--- config.mk ---
export PLATFORM = sky130hd
export DESIGN_NAME = mrrc_dpath
export DESIGN_NICKNAME = d
export VERILOG_FILES = /design/src/hdl/mrrc_pkg.sv /design/src/hdl/mrrc_dpath.sv
export SDC_FILE = /design/constraint.sdc
export NUM_CORES = 1
export LEC_CHECK = 0
export BUFFER_PORTS_ARGS = -buffer_cell sky130_fd_sc_hd__buf_2
export CAP_MARGIN = 20
export CORE_ASPECT_RATIO = 0.7
export CORE_MARGIN = 8
export CORE_UTILIZATION = 45
export DETAILED_ROUTE_END_ITERATION = 8
export GPL_TIMING_DRIVEN = 0
export PLACE_DENSITY = 0.67
export SLEW_MARGIN = 15
export SYNTH_ARGS = -nofsm -noshare
export SYNTH_HDL_FRONTEND = slang
export SYNTH_SLANG_ARGS = --single-unit
--- constraint.sdc ---
create_clock -name i_clk -period 8.1 [get_ports i_clk]
set_input_delay 1.215 -clock i_clk [delete_from_list [all_inputs] [get_ports i_clk]]
set_output_delay 1.215 -clock i_clk [all_outputs]
set_load 0.05 [all_outputs]
--- src/hdl/mrrc_pkg.sv ---
// Shared types, constants and the CRC helper for the Modbus RTU reply checker.
package mrrc_pkg;

    // Frame and protocol constants
    localparam int          DEF_MAX_FRAME = 32;
    localparam logic [15:0] CRC_INIT      = 16'hFFFF;
    localparam logic [15:0] CRC_POLY      = 16'hA001;
    localparam logic [7:0]  FUNC_READ     = 8'h03;
    localparam int          MIN_LEN       = 5;
    localparam logic [3:0]  MAX_REGS      = 4'd13;

    // Configuration register map
    localparam int          PADDR_W          = 3;
    localparam logic        REG_SLAVE_ADDR   = 1'b0;
    localparam logic        REG_REG_COUNT    = 1'b1;
    localparam logic [7:0]  RST_SLAVE_ADDR   = 8'd1;
    localparam logic [3:0]  RST_REG_COUNT    = 4'd2;

    // Result status codes
    typedef enum logic [2:0] {
        ST_OK        = 3'd0,
        ST_SHORT     = 3'd1,
        ST_CRC       = 3'd2,
        ST_ADDR_FUNC = 3'd3,
        ST_EXCEPTION = 3'd4,
        ST_BYTE_CNT  = 3'd5
    } t_status;

    // Controller to datapath commands
    typedef struct packed {
        logic store_byte;   // accepted byte goes into the frame
        logic clr_frame;    // frame done, back to empty
        logic start_regs;   // first register result
        logic next_reg;     // advance to next register
        logic rd_lo;        // read low byte of current register
        logic cap_hi;       // capture high byte from read data
        logic load_status;  // load a status-only result
        logic load_reg;     // load a register result
    } t_dp_cmd;

    // Datapath to controller status
    typedef struct packed {
        logic frame_ok;     // all checks passed
        logic out_last;     // held result is last of frame
    } t_dp_sts;

    // One byte folded into CRC-16/MODBUS, bit by bit
    function automatic logic [15:0] crc_fold(input logic [15:0] crc, input logic [7:0] b);
        logic [15:0] c;
        c = crc ^ {8'h00, b};
        for (int k = 0; k < 8; k++) begin
            if (c[0]) begin
                c = (c >> 1) ^ CRC_POLY;
            end else begin
                c = c >> 1;
            end
        end
        return c;
    endfunction

endpackage

--- src/hdl/mrrc_dpath.sv ---
// Datapath: frame memory, CRC, header capture, checks and result register.
module mrrc_dpath
    import mrrc_pkg::*;
#(
    parameter int MAX_FRAME = DEF_MAX_FRAME
) (
    input  logic        i_clk,
    input  logic        i_rst_n,
    input  t_dp_cmd     i_cmd,
    output t_dp_sts     o_sts,
    input  logic [7:0]  i_rx_byte,
    input  logic [7:0]  i_slave_addr,
    input  logic [3:0]  i_reg_count,
    output logic [2:0]  o_status,
    output logic [7:0]  o_exception_code,
    output logic [3:0]  o_reg_index,
    output logic [15:0] o_reg_value,
    output logic        o_last
);

    localparam int            AW      = $clog2(MAX_FRAME);
    localparam int            CW      = $clog2(MAX_FRAME + 1);
    localparam logic [CW-1:0] MAX_CNT = CW'(MAX_FRAME);

    // Frame memory
    logic [7:0]    r_frame_mem [MAX_FRAME];
    logic [7:0]    r_rd_data;
    logic [AW-1:0] rd_addr;
    logic [5:0]    rd_addr_full;

    // Frame state
    logic [CW-1:0] r_count;
    logic [15:0]   r_crc;
    logic [7:0]    r_b0;        // second-to-last kept byte
    logic [7:0]    r_b1;        // last kept byte
    logic [7:0]    r_addr_byte;
    logic [7:0]    r_func;
    logic [7:0]    r_bcnt;
    logic [3:0]    r_idx;
    logic [7:0]    r_hi;

    // Result register
    logic [2:0]    r_status;
    logic [7:0]    r_exc;
    logic [3:0]    r_out_idx;
    logic [15:0]   r_value;
    logic          r_last;

    logic          keep;
    t_status       chk_code;
    logic          cnt_bad;
    logic [7:0]    exp_len;

    assign keep = i_cmd.store_byte && (r_count < MAX_CNT);

    // Memory write and registered read
    assign rd_addr_full = {1'b0, r_idx, 1'b0} + 6'd3 + {5'd0, i_cmd.rd_lo};
    assign rd_addr      = AW'(rd_addr_full);

    always_ff @(posedge i_clk) begin
        if (keep) begin
            r_frame_mem[r_count[AW-1:0]] <= i_rx_byte;
        end
        r_rd_data <= r_frame_mem[rd_addr];
    end

    // Byte count and CRC over all but the last two kept bytes
    always_ff @(posedge i_clk) begin
        if (!i_rst_n) begin
            r_count <= '0;
            r_crc   <= CRC_INIT;
        end else if (i_cmd.clr_frame) begin
            r_count <= '0;
            r_crc   <= CRC_INIT;
        end else if (keep) begin
            r_count <= r_count + 1'b1;
            if (r_count >= CW'(2)) begin
                r_crc <= crc_fold(r_crc, r_b0);
            end
        end
    end

    // Trailing bytes and header bytes
    always_ff @(posedge i_clk) begin
        if (keep) begin
            r_b0 <= r_b1;
            r_b1 <= i_rx_byte;
            if (r_count == CW'(0)) begin
                r_addr_byte <= i_rx_byte;
            end
            if (r_count == CW'(1)) begin
                r_func <= i_rx_byte;
            end
            if (r_count == CW'(2)) begin
                r_bcnt <= i_rx_byte;
            end
        end
    end

    // Frame checks in priority order
    assign exp_len = 8'(MIN_LEN) + {3'd0, i_reg_count, 1'b0};
    assign cnt_bad = (i_reg_count == 4'd0) || (i_reg_count > MAX_REGS) ||
                     (r_bcnt != {3'd0, i_reg_count, 1'b0}) ||
                     (8'(r_count) != exp_len);

    always_comb begin
        if (r_count < CW'(MIN_LEN)) begin
            chk_code = ST_SHORT;
        end else if ({r_b1, r_b0} != r_crc) begin
            chk_code = ST_CRC;
        end else if (r_func[7]) begin
            chk_code = ST_EXCEPTION;
        end else if ((r_addr_byte != i_slave_addr) || (r_func != FUNC_READ)) begin
            chk_code = ST_ADDR_FUNC;
        end else if (cnt_bad) begin
            chk_code = ST_BYTE_CNT;
        end else begin
            chk_code = ST_OK;
        end
    end

    // Register index and high byte
    always_ff @(posedge i_clk) begin
        if (i_cmd.start_regs) begin
            r_idx <= 4'd0;
        end else if (i_cmd.next_reg) begin
            r_idx <= r_idx + 4'd1;
        end
        if (i_cmd.cap_hi) begin
            r_hi <= r_rd_data;
        end
    end

    // Result register load
    always_ff @(posedge i_clk) begin
        if (i_cmd.load_status) begin
            r_status  <= chk_code;
            r_exc     <= (chk_code == ST_EXCEPTION) ? r_bcnt : 8'd0;
            r_out_idx <= 4'd0;
            r_value   <= 16'd0;
            r_last    <= 1'b1;
        end else if (i_cmd.load_reg) begin
            r_status  <= ST_OK;
            r_exc     <= 8'd0;
            r_out_idx <= r_idx;
            r_value   <= {r_hi, r_rd_data};
            r_last    <= ((r_idx + 4'd1) == i_reg_count);
        end
    end

    assign o_sts.frame_ok = (chk_code == ST_OK);
    assign o_sts.out_last = r_last;

    assign o_status         = r_status;
    assign o_exception_code = r_exc;
    assign o_reg_index      = r_out_idx;
    assign o_reg_value      = r_value;
    assign o_last           = r_last;

endmodule

Word level (Yosys, flattened, before mapping)

Memory sizes are Yosys's and may differ from the RTL's. A register that Yosys moved wholly into a read port is not among the register bits.
Cells that the tools add are included.

Register bits after elaboration: 106
RAM bits: 256
Input port bits: 30
Output and inout port bits: 34
Word-level logic and storage cells: 105
Memories: 1

$add $sub $neg: 5
$lt $le $gt $ge: 4
Eq/ne operators: 9
Mux-type cells: 48
Bitwise gates (word level): 10
Reduce and logical (&&, ||, !) cells: 14

Memories:

| memory      | words | width | rd ports | clocked after Yosys merged registers in | write ports | line             | text |
|---|---|---|---|---|---|---|---|
| r_frame_mem | 32    | 8     | 1        | 1                                       | 1           | mrrc_dpath.sv:26 | `logic [7:0] r_frame_mem [MAX_FRAME];` |

Operator list:

| operator            | number |
|---|---|
| $mux 16             | 36 |
| $mux 8              | 3 |
| $not 2->3           | 8 |
| $mux 3              | 7 |
| $ne 16x16->1        | 1 |
| $xor 16x8->16       | 1 |
| $ne 8x2->1 const B  | 1 |
| $ne 8x5->1          | 1 |
| $ne 8x8->1          | 1 |
| $reduce_and 2->1    | 4 |
| $add 3x5->6 const A | 1 |
| $add 6x1->6 const B | 1 |
| $eq 6x1->1 const B  | 1 |
| $eq 6x2->1 const B  | 1 |
| $ge 6x2->1 const B  | 1 |
| $logic_not 6->1     | 1 |
| $lt 6x3->1 const B  | 1 |
| $lt 6x6->1 const B  | 1 |
| $ne 6x6->1          | 1 |
| $add 5x1->5         | 1 |
| $add 5x2->5 const B | 1 |
| $add 4x1->4 const B | 1 |
| $eq 4x4->1          | 1 |
| $gt 4x4->1 const B  | 1 |
| other kinds (9)     | 13 |

Depth between registers and ports, before layout

Gate-level depths: netlist (run 1).

Depth after elaboration: 45
Depth in mapped cells: 9
Gate-level depth less buffers: 7

Worst setup path before layout (run 1)

Ideal clock, no wire load.

Path kind: input to output
From: input port i_reg_count[1]
To: output port o_sts[1] in the netlist's numbering
Arrival time: 3.718 ns
Required time: 6.885 ns
Slack: 3.167 ns
Stages: 4
Path through: or4b_2 -> a21oi_1 -> nand3_1 -> nor4_1

RTL lines:

| what            | line             | text |
|---|---|---|
| start, declared | mrrc_dpath.sv:13 | `input logic [3:0] i_reg_count,` |
| end, declared   | mrrc_dpath.sv:10 | `output t_dp_sts o_sts,` |

==> out/qor.csv, run 1 <==
metric;value;unit
final core occ;51.57;%
critical path class;input port to primary output;
sequential share of power;52.5;%
area of the mapped netlist;14530;sq um
total power draw;4.070;mW
CP Capture Type;primary output;
area leader, netlist;edfxtp_1;
Synth top area share;65.11;%
PD cells;246.1;nW/um^2
combinational power share;8.9;%
Starting Density;45.30;%
synthesized net count;817;
Hold WS;0.4387;ns
post-DP HPWL;20.18;mm
number of DRC markers in iteration 0;710;
Final Cycle Share;52.57;%
Placed Instances;1267;
Filler cells;2614;
H-tree Lvls;2;
Post-synth top cells;edfxtp_1 (315), mux4_2 (68), nor2_1 (61), dfxtp_1 (55), nand2_1 (35);
Worst Path Max Fanout;4;
Overall Global Routing Usage;15.82;%
post-DR vias/cell;5.526;
min-delay worst type;flop to flop;
Die Y;166.3;microns
First-pass DRT Iterations;7;
clock sink count;370;
CTS resizes;0;
Die Area;38380;sq um
worst-margin pin slew;1.049;ns
sw frac;22.38;%
Area Overhead vs Synth;13.83;%
share of post-route cells with drive strength above 1;23.70;%
Inserted Clock Buffers;35;
Residual DRC;0;
register area share after synthesis;72.69;%
CP Launch Type;input port;
Sequential cell area;10560;sq um
Slew Limit Fails;0;
syn_area_per_cell;18.77;sq um
Internal Dissipation;3.159;mW
Routed Antenna Nets;0;
top cells by area, synth;edfxtp_1 (65%), mux4_2 (11%), dfxtp_1 (7.6%), mux4_1 (2.2%), xnor2_1 (1.7%);
Final Routed Wirelength;30.58;mm
Post-CTS Setup Bufs;0;
Root Buffer;clkbuf_16;
Yosys reg bits;370;
Mapped Cells;774;
clk_lat worst skew;0.52;ns
CP arrival;3.04;ns
count of different cell masters after synthesis;46;
drt wl/cell;22.99;microns
Post-synth ARST share;0;%
Port Buf Inserts;61;
initial antenna violation count;1;
Clk pwr share;38.6;%
required time of the critical path;6.88;ns
setup violators final;0;
# rows;55;
Vias;7350;
Worst-path clk slew;0.06;ns
top-count cell post-synth;edfxtp_1;
clock tree buffer depth;3;
Switching Power;0.9106;mW
Leak;5.637;nW
final hold vios;0;
Setup TNS;0;ns
Peak VDD IR;0.1147;mV
Layout Skew;0.01408;ns
Top-Level Pins;64;
RSZ-0062 raised after global routing;no;
global route overflow;0;
pin count of the biggest net entering global routing;37;
Post-Layout Cell Count;1330;
core area;32070;sq um
status;finished, final reports clean;
ys flop type;edfxtp_1;
area of the multi-input gates;3791;sq um
TritonCTS clock tree;done;
RePlAce Congestion;0.7998;
Final min period;4.258;ns
number of global-route vias before repair;7357;
Die W;230.8;microns
first-pass GRT wire length;46.09;mm
Final Net Count;922;
fmax;0.2348;GHz
EDFF count, synth;315;
antenna cells;0;
Hold-fix buffers, CTS;0;
max_slew headroom;29.51;%
max_cap viols;0;
total of warnings raised by yosys;0;
==> critical path: stages <==
cell	delay, ns
buf_2	0.10
xnor2_1	0.17
nand4_1	0.11
nor3_1	0.71
nand3_1	0.13
nor4_1	0.28
buf_2	0.31
==> area by class of cell <==
cell class                 instances  area share [%]
buffer                            35           1.112
tap                              427           3.231
sequential                       370           63.86
clock buffer                      48           5.849
inverter                           6          0.1362
clock inverter                    13          0.6809
timing repair buffer              68           2.209
multi-input combinational        363           22.93
==> registers in the layout, indices dropped and copies added (netlist names) <==
register,cells
r_b0,8
r_addr_byte,8
r_b1,8
r_count,6
r_rd_data,8
o_status,3
r_crc,16
r_hi,8
o_last,1
r_bcnt,8
r_func,8
o_exception_code,8
o_reg_value,16
r_frame_mem,256
r_idx,4
o_reg_index,4
==> power groups by stage <==
stage / combinational, mW / sequential (mW) / clock [mW]
floorplan: 0.197 / 2.21 / 0
global placement: 0.358 / 2.18 / 0
detailed placement: 0.363 / 2.18 / 0
CTS: 0.365 / 2.14 / 1.60
global route: 0.389 / 2.14 / 1.67
finish: 0.363 / 2.14 / 1.57
==> routing by layer <==
layer,track usage (%),routed length (microns),vias to the layer above
li1,-,-,3256
met1,23.53,14070,3807
met2,22.95,13440,243
met3,4.472,2628,44
met4,3.408,433,0
met5,0,0,-
==> cells in the final DEF, fill, tap and decap left out, types with 4 or more instances in the layout <==
cell type and count:
nand2_1 35, nor2_1 61, mux2_2 8, clkinv_2 9
nand4_1 7, xnor2_1 28, buf_2 66, mux4_1 12
inv_1 6, mux4_2 68, clkbuf_16 37, edfxtp_1 315
buf_1 4, buf_6 4, ha_1 13, nor3_2 4
mux2i_1 21, buf_4 4, dfxtp_1 55, nor3_1 11
clkbuf_1 32, nand3_1 14, xor2_1 19, a21oi_1 5
o211ai_1 7, and2_1 11
==> final timing paths <==
path	startpoint	endpoint	slack (ns)	cells past startpoint
setup / recovery	i_slave_addr[1]	o_sts[1]	3.84	7
setup reg to reg	r_idx[0]	r_rd_data[1]	4.46	8
hold reg to reg	r_rd_data[7]	r_hi[7]	0.44	0
hold / removal	r_rd_data[7]	r_hi[7]	0.44	0
==> kinds of logic after synthesis <==
family          count (synthesis)  synth area share [%]
compound gates                 25                 1.326
xor+xnor                       50                 3.316
fa+ha+maj                      13                 1.120
buf+inv                        41                 1.421
flops                         370                 72.69
mux                           109                 14.78
simple gates                  166                 5.348
==> stage by stage <==
step                area [sq um]  worst slack (ns)
floorplan                  14530             3.167
global placement           15370             3.349
detailed placement         15440             3.500
CTS                        16520             3.842
global route               16540             3.694
finish                     16540             3.842
No activity file was read; power rests on OpenSTA's default activity.
==> run 2: changes to the inputs <==
ABC_AREA = 1   (was unset)
clock period = 4.1 ns   (was 8.1 ns; I/O delays follow)
==> out/qor.csv, run 2 <==
metric;value;unit
Port Buf Inserts;63;
core area;33280;sq um
CTS resizes;0;
PD cells;489.0;nW/um^2
Reg-to-Reg Start;r_idx[0];
Post-CTS Setup Bufs;0;
Vias;10430;
syn_area_per_cell;11.55;sq um
Placed Instances;1809;
first-pass GRT wire length;59.95;mm
CP Launch Type;flop;
Final min period;3.296;ns
max_cap viols;0;
Leak;6.117;nW
pre-CTS setup slack;0.5129;ns
Critical Path Source;r_b0[7];
ys flop type;edfxtp_1;
global route overflow;0;
critical path class;flop to primary output;
CP max stage cell;or3_1;
required time of the critical path;3.48;ns
Post-synth top cells;edfxtp_1 (315), nor2_1 (291), o21ai_0 (178), nand2_1 (126), o211ai_1 (69);
number of global-route vias before repair;9892;
area of the mapped netlist;15110;sq um
EDFF count, synth;315;
Die Area;39790;sq um
drt wl/cell;21.13;microns
# rows;56;
critical-path cell list;xor2_1 -> inv_1 -> ha_1 -> nand4_1 -> or3_1 -> nor2_1 -> nand2_1 -> nor3_1 -> buf_2;
pin count of the biggest net entering global routing;37;
First-pass DRT Iterations;5;
CP arrival;2.68;ns
critical path's top delay family;simple AND/OR/NAND/NOR gates;
Top-Level Pins;64;
clock sink count;370;
top-count cell post-synth;edfxtp_1;
initial antenna violation count;1;
Die W;235.0;microns
number of DRC markers in iteration 0;1466;
antenna cells;0;
Area Overhead vs Synth;13.61;%
CP Capture Type;primary output;
Post-synth ARST share;0;%
RePlAce Congestion;0.9715;
H-tree Lvls;2;
Crit path largest cell delay;0.39;ns
commonest non-fill, non-tap cell in the layout;edfxtp_1;
fin worst setup slack;0.8042;ns
Yosys reg bits;370;
Final Cycle Share;80.39;%
Hold-fix buffers, CTS;0;
Routed Antenna Nets;0;
share of post-route cells with drive strength above 1;11.32;%
area leader, netlist;edfxtp_1;
max_slew headroom;31.05;%
Inserted Clock Buffers;36;
total of warnings raised by yosys;0;
Root Buffer;clkbuf_16;
clk_lat worst skew;0.54;ns
Overall Global Routing Usage;19.64;%
top cells by area, synth;edfxtp_1 (63%), dfxtp_1 (7.3%), nor2_1 (7.2%), o21ai_0 (5.9%), o211ai_1 (3.4%);
Final Routed Wirelength;39.63;mm
Bufs and invs on worst path;2;
Synth top area share;62.60;%
Worst Path Max Fanout;3;
TritonCTS clock tree;done;
commonest cells after routing, fill and taps aside;edfxtp_1 (315), nor2_1 (291), o21ai_0 (178);
min-delay src;i_cmd[5];
Filler cells;2824;
RSZ-0062 raised after global routing;no;
post-DR vias/cell;5.560;
Layout Skew;0.02302;ns
Slew Limit Fails;0;
Worst-path clk slew;0.06;ns
final hold vios;0;
Starting Density;45.40;%
worst-margin pin slew;1.030;ns
Residual DRC;0;
Post-Layout Cell Count;1875;
max reg flops;256;
Mapped Cells;1308;
Final Net Count;1455;
Setup TNS;0;ns
clock tree buffer depth;3;
fmax;0.3034;GHz
Die Y;169.3;microns
register area share after synthesis;69.89;%
setup violators final;0;
post-DP HPWL;26.45;mm
synthesized net count;1351;
status;finished, final reports clean;
count of different cell masters after synthesis;38;
min-delay worst type;input port to flop;
Peak VDD IR;0.2320;mV
-- run 2: power breakdown --
group          total, mW  switching [mW]  internal (mW)
clock               3.27            1.40           1.87
sequential          4.23          0.0437           4.19
combinational      0.897           0.657          0.239
total               8.39            2.10           6.29
-- run 2: layout make-up --
type	instances	area (sq um)	share of cell area, %
clock buffer	50	1015	5.911
multi-input combinational	810	4030	23.48
inverter	64	240.2	1.399
buffer	64	305.3	1.778
timing repair buffer	66	337.8	1.968
tap	435	544.3	3.171
clock inverter	16	133.9	0.7799
sequential	370	10560	61.52
-- run 2: final timing paths --
check                                    end  slack [ns]  depth (start not counted)
worst max register to register  r_rd_data[2]        1.20                          9
worst min register to register       r_hi[6]        0.43                          0
worst max-delay path                o_sts[1]        0.80                          9
worst min-delay path                r_idx[0]        0.29                          2
-- run 2: stage by stage --
stage / power (mW) / hold slack, ns / utilization (%) / area (sq um)
3_3_place_gp: 5.166 / 0.4182 / 47.98 / 15970
4_1_cts: 8.405 / 0.2699 / 51.58 / 17170
2_1_floorplan: 4.838 / 0.4090 / - / 15110
5_1_grt: 8.649 / 0.2852 / 51.58 / 17170
3_5_place_dp: 5.182 / 0.4178 / 48.13 / 16020
6_report: 8.394 / 0.2898 / 51.58 / 17170
-- run 2: layer usage --
layer	part of all wire [%]	track usage (%)
met5	0.033	0
met4	1.8	4.613
met3	11	4.899
met2	42	28.54
met1	46	29.30
-- run 2: cell families after synthesis --
group / synth area share (%)
simple gates: 12.53
xor+xnor: 1.681
compound gates: 11.21
fa+ha+maj: 1.077
flops: 69.89
buf+inv: 3.610
==> run 3: changes to the inputs <==
clock period = 3.3 ns   (was 4.1 ns; I/O delays follow)
==> out/qor.csv, run 3 (synthesized netlist as in run 2, its figures left out) <==
metric;value;unit
Starting Density;45.40;%
commonest non-fill, non-tap cell in the layout;edfxtp_1;
Area Overhead vs Synth;13.68;%
Port Buf Inserts;63;
Sequential cell area;10560;sq um
pin count of the biggest net entering global routing;37;
number of DRC markers in iteration 0;1483;
post-DP HPWL;26.45;mm
worst-margin pin slew;1.007;ns
CP arrival;2.60;ns
clock tree buffer depth;3;
fmax;0.3229;GHz
pre-CTS setup slack;-0.1671;ns
max reg flops;256;
Post-CTS Setup Bufs;0;
Die Y;169.3;microns
drt wl/cell;21.16;microns
Leak;6.117;nW
Peak VDD IR;0.2859;mV
Top-Level Pins;64;
commonest cells after routing, fill and taps aside;edfxtp_1 (315), nor2_1 (291), o21ai_0 (178);
critical path class;flop to primary output;
Inserted Clock Buffers;36;
TritonCTS clock tree;done;
first-pass GRT wire length;59.95;mm
Final Net Count;1455;
area of the multi-input gates;4035;sq um
RePlAce Congestion;0.9715;
Residual DRC;0;
Die W;235.0;microns
required time of the critical path;2.80;ns
Overall Global Routing Usage;19.64;%
setup violators final;0;
core area;33280;sq um
number of global-route vias before repair;9892;
final core occ;51.61;%
global route overflow;0;
initial antenna violation count;1;
flop-to-flop setup slack;0.38;ns
clock sink count;370;
clk_lat worst skew;0.54;ns
CP Capture Type;primary output;
PD cells;607.1;nW/um^2
Hold-fix buffers, CTS;0;
Worst Path Max Fanout;3;
Routed Antenna Nets;0;
Root Buffer;clkbuf_16;
max_slew headroom;32.61;%
share of post-route cells with drive strength above 1;11.39;%
max_cap viols;0;
fin worst setup slack;0.2031;ns
post-DR vias/cell;5.544;
status;finished, final reports clean;
Slew Limit Fails;0;
Worst-path clk slew;0.06;ns
H-tree Lvls;2;
# rows;56;
CTS resizes;0;
min-delay worst type;input port to flop;
RSZ-0062 raised after global routing;no;
Die Area;39790;sq um
Final Cycle Share;93.85;%
Vias;10400;
Layout Skew;0.02000;ns
CP Launch Type;flop;
Setup TNS;0;ns
Final min period;3.097;ns
First-pass DRT Iterations;7;
Final Routed Wirelength;39.70;mm
Filler cells;2822;
final hold vios;0;
run 3: per-stage QoR:
stage	area, sq um	hold slack (ns)	total power, mW	std cells
2_1_floorplan	15110	0.4090	6.010	1308
3_3_place_gp	15970	0.4182	6.418	1806
3_5_place_dp	16020	0.4178	6.438	1809
4_1_cts	17170	0.1499	10.44	1875
5_1_grt	17170	0.1652	10.74	1875
6_report	17180	0.1705	10.43	1876
run 3: path summary, 6_finish.rpt:
kind | startpoint | end | cells after the start
min | i_cmd[5] | r_idx[0] | 2
max | r_b0[7] | o_sts[1] | 9
min reg2reg | r_rd_data[6] | r_hi[6] | 0
max reg2reg | r_idx[0] | r_rd_data[2] | 9
run 3: cell type report:
type	count	share of cell area, %
flip-flops and latches	370	61.48
well taps	435	3.169
clock inverters	16	0.7794
clock buffers	50	5.908
diodes	1	0.01457
repair buffers	66	1.981
inverters	64	1.399
multi-input cells	810	23.49
plain buffers	64	1.777
run 3: report_power, final:
part,internal (mW),total (mW),leakage (nW),switching (mW)
clock network,2.32,4.06,0.564,1.74
logic,0.297,1.12,2.22,0.818
registers,5.20,5.26,3.34,0.0545
run 3: per-layer routing:
metal	up-vias	global-route usage (%)	part of all wire (%)
met2	475	28.54	42
met5	-	0	0.033
li1	4816	-	-
met1	5056	29.30	46
met4	2	4.613	1.6
met3	51	4.899	10
run 3: worst max-delay path, stage by stage (launching register included):
cell	delay [ns]
edfxtp_1	0.38
xor2_1	0.19
inv_1	0.13
ha_1	0.16
nand4_1	0.14
or3_1	0.39
nor2_1	0.15
nand2_1	0.11
nor3_2	0.18
buf_4	0.22
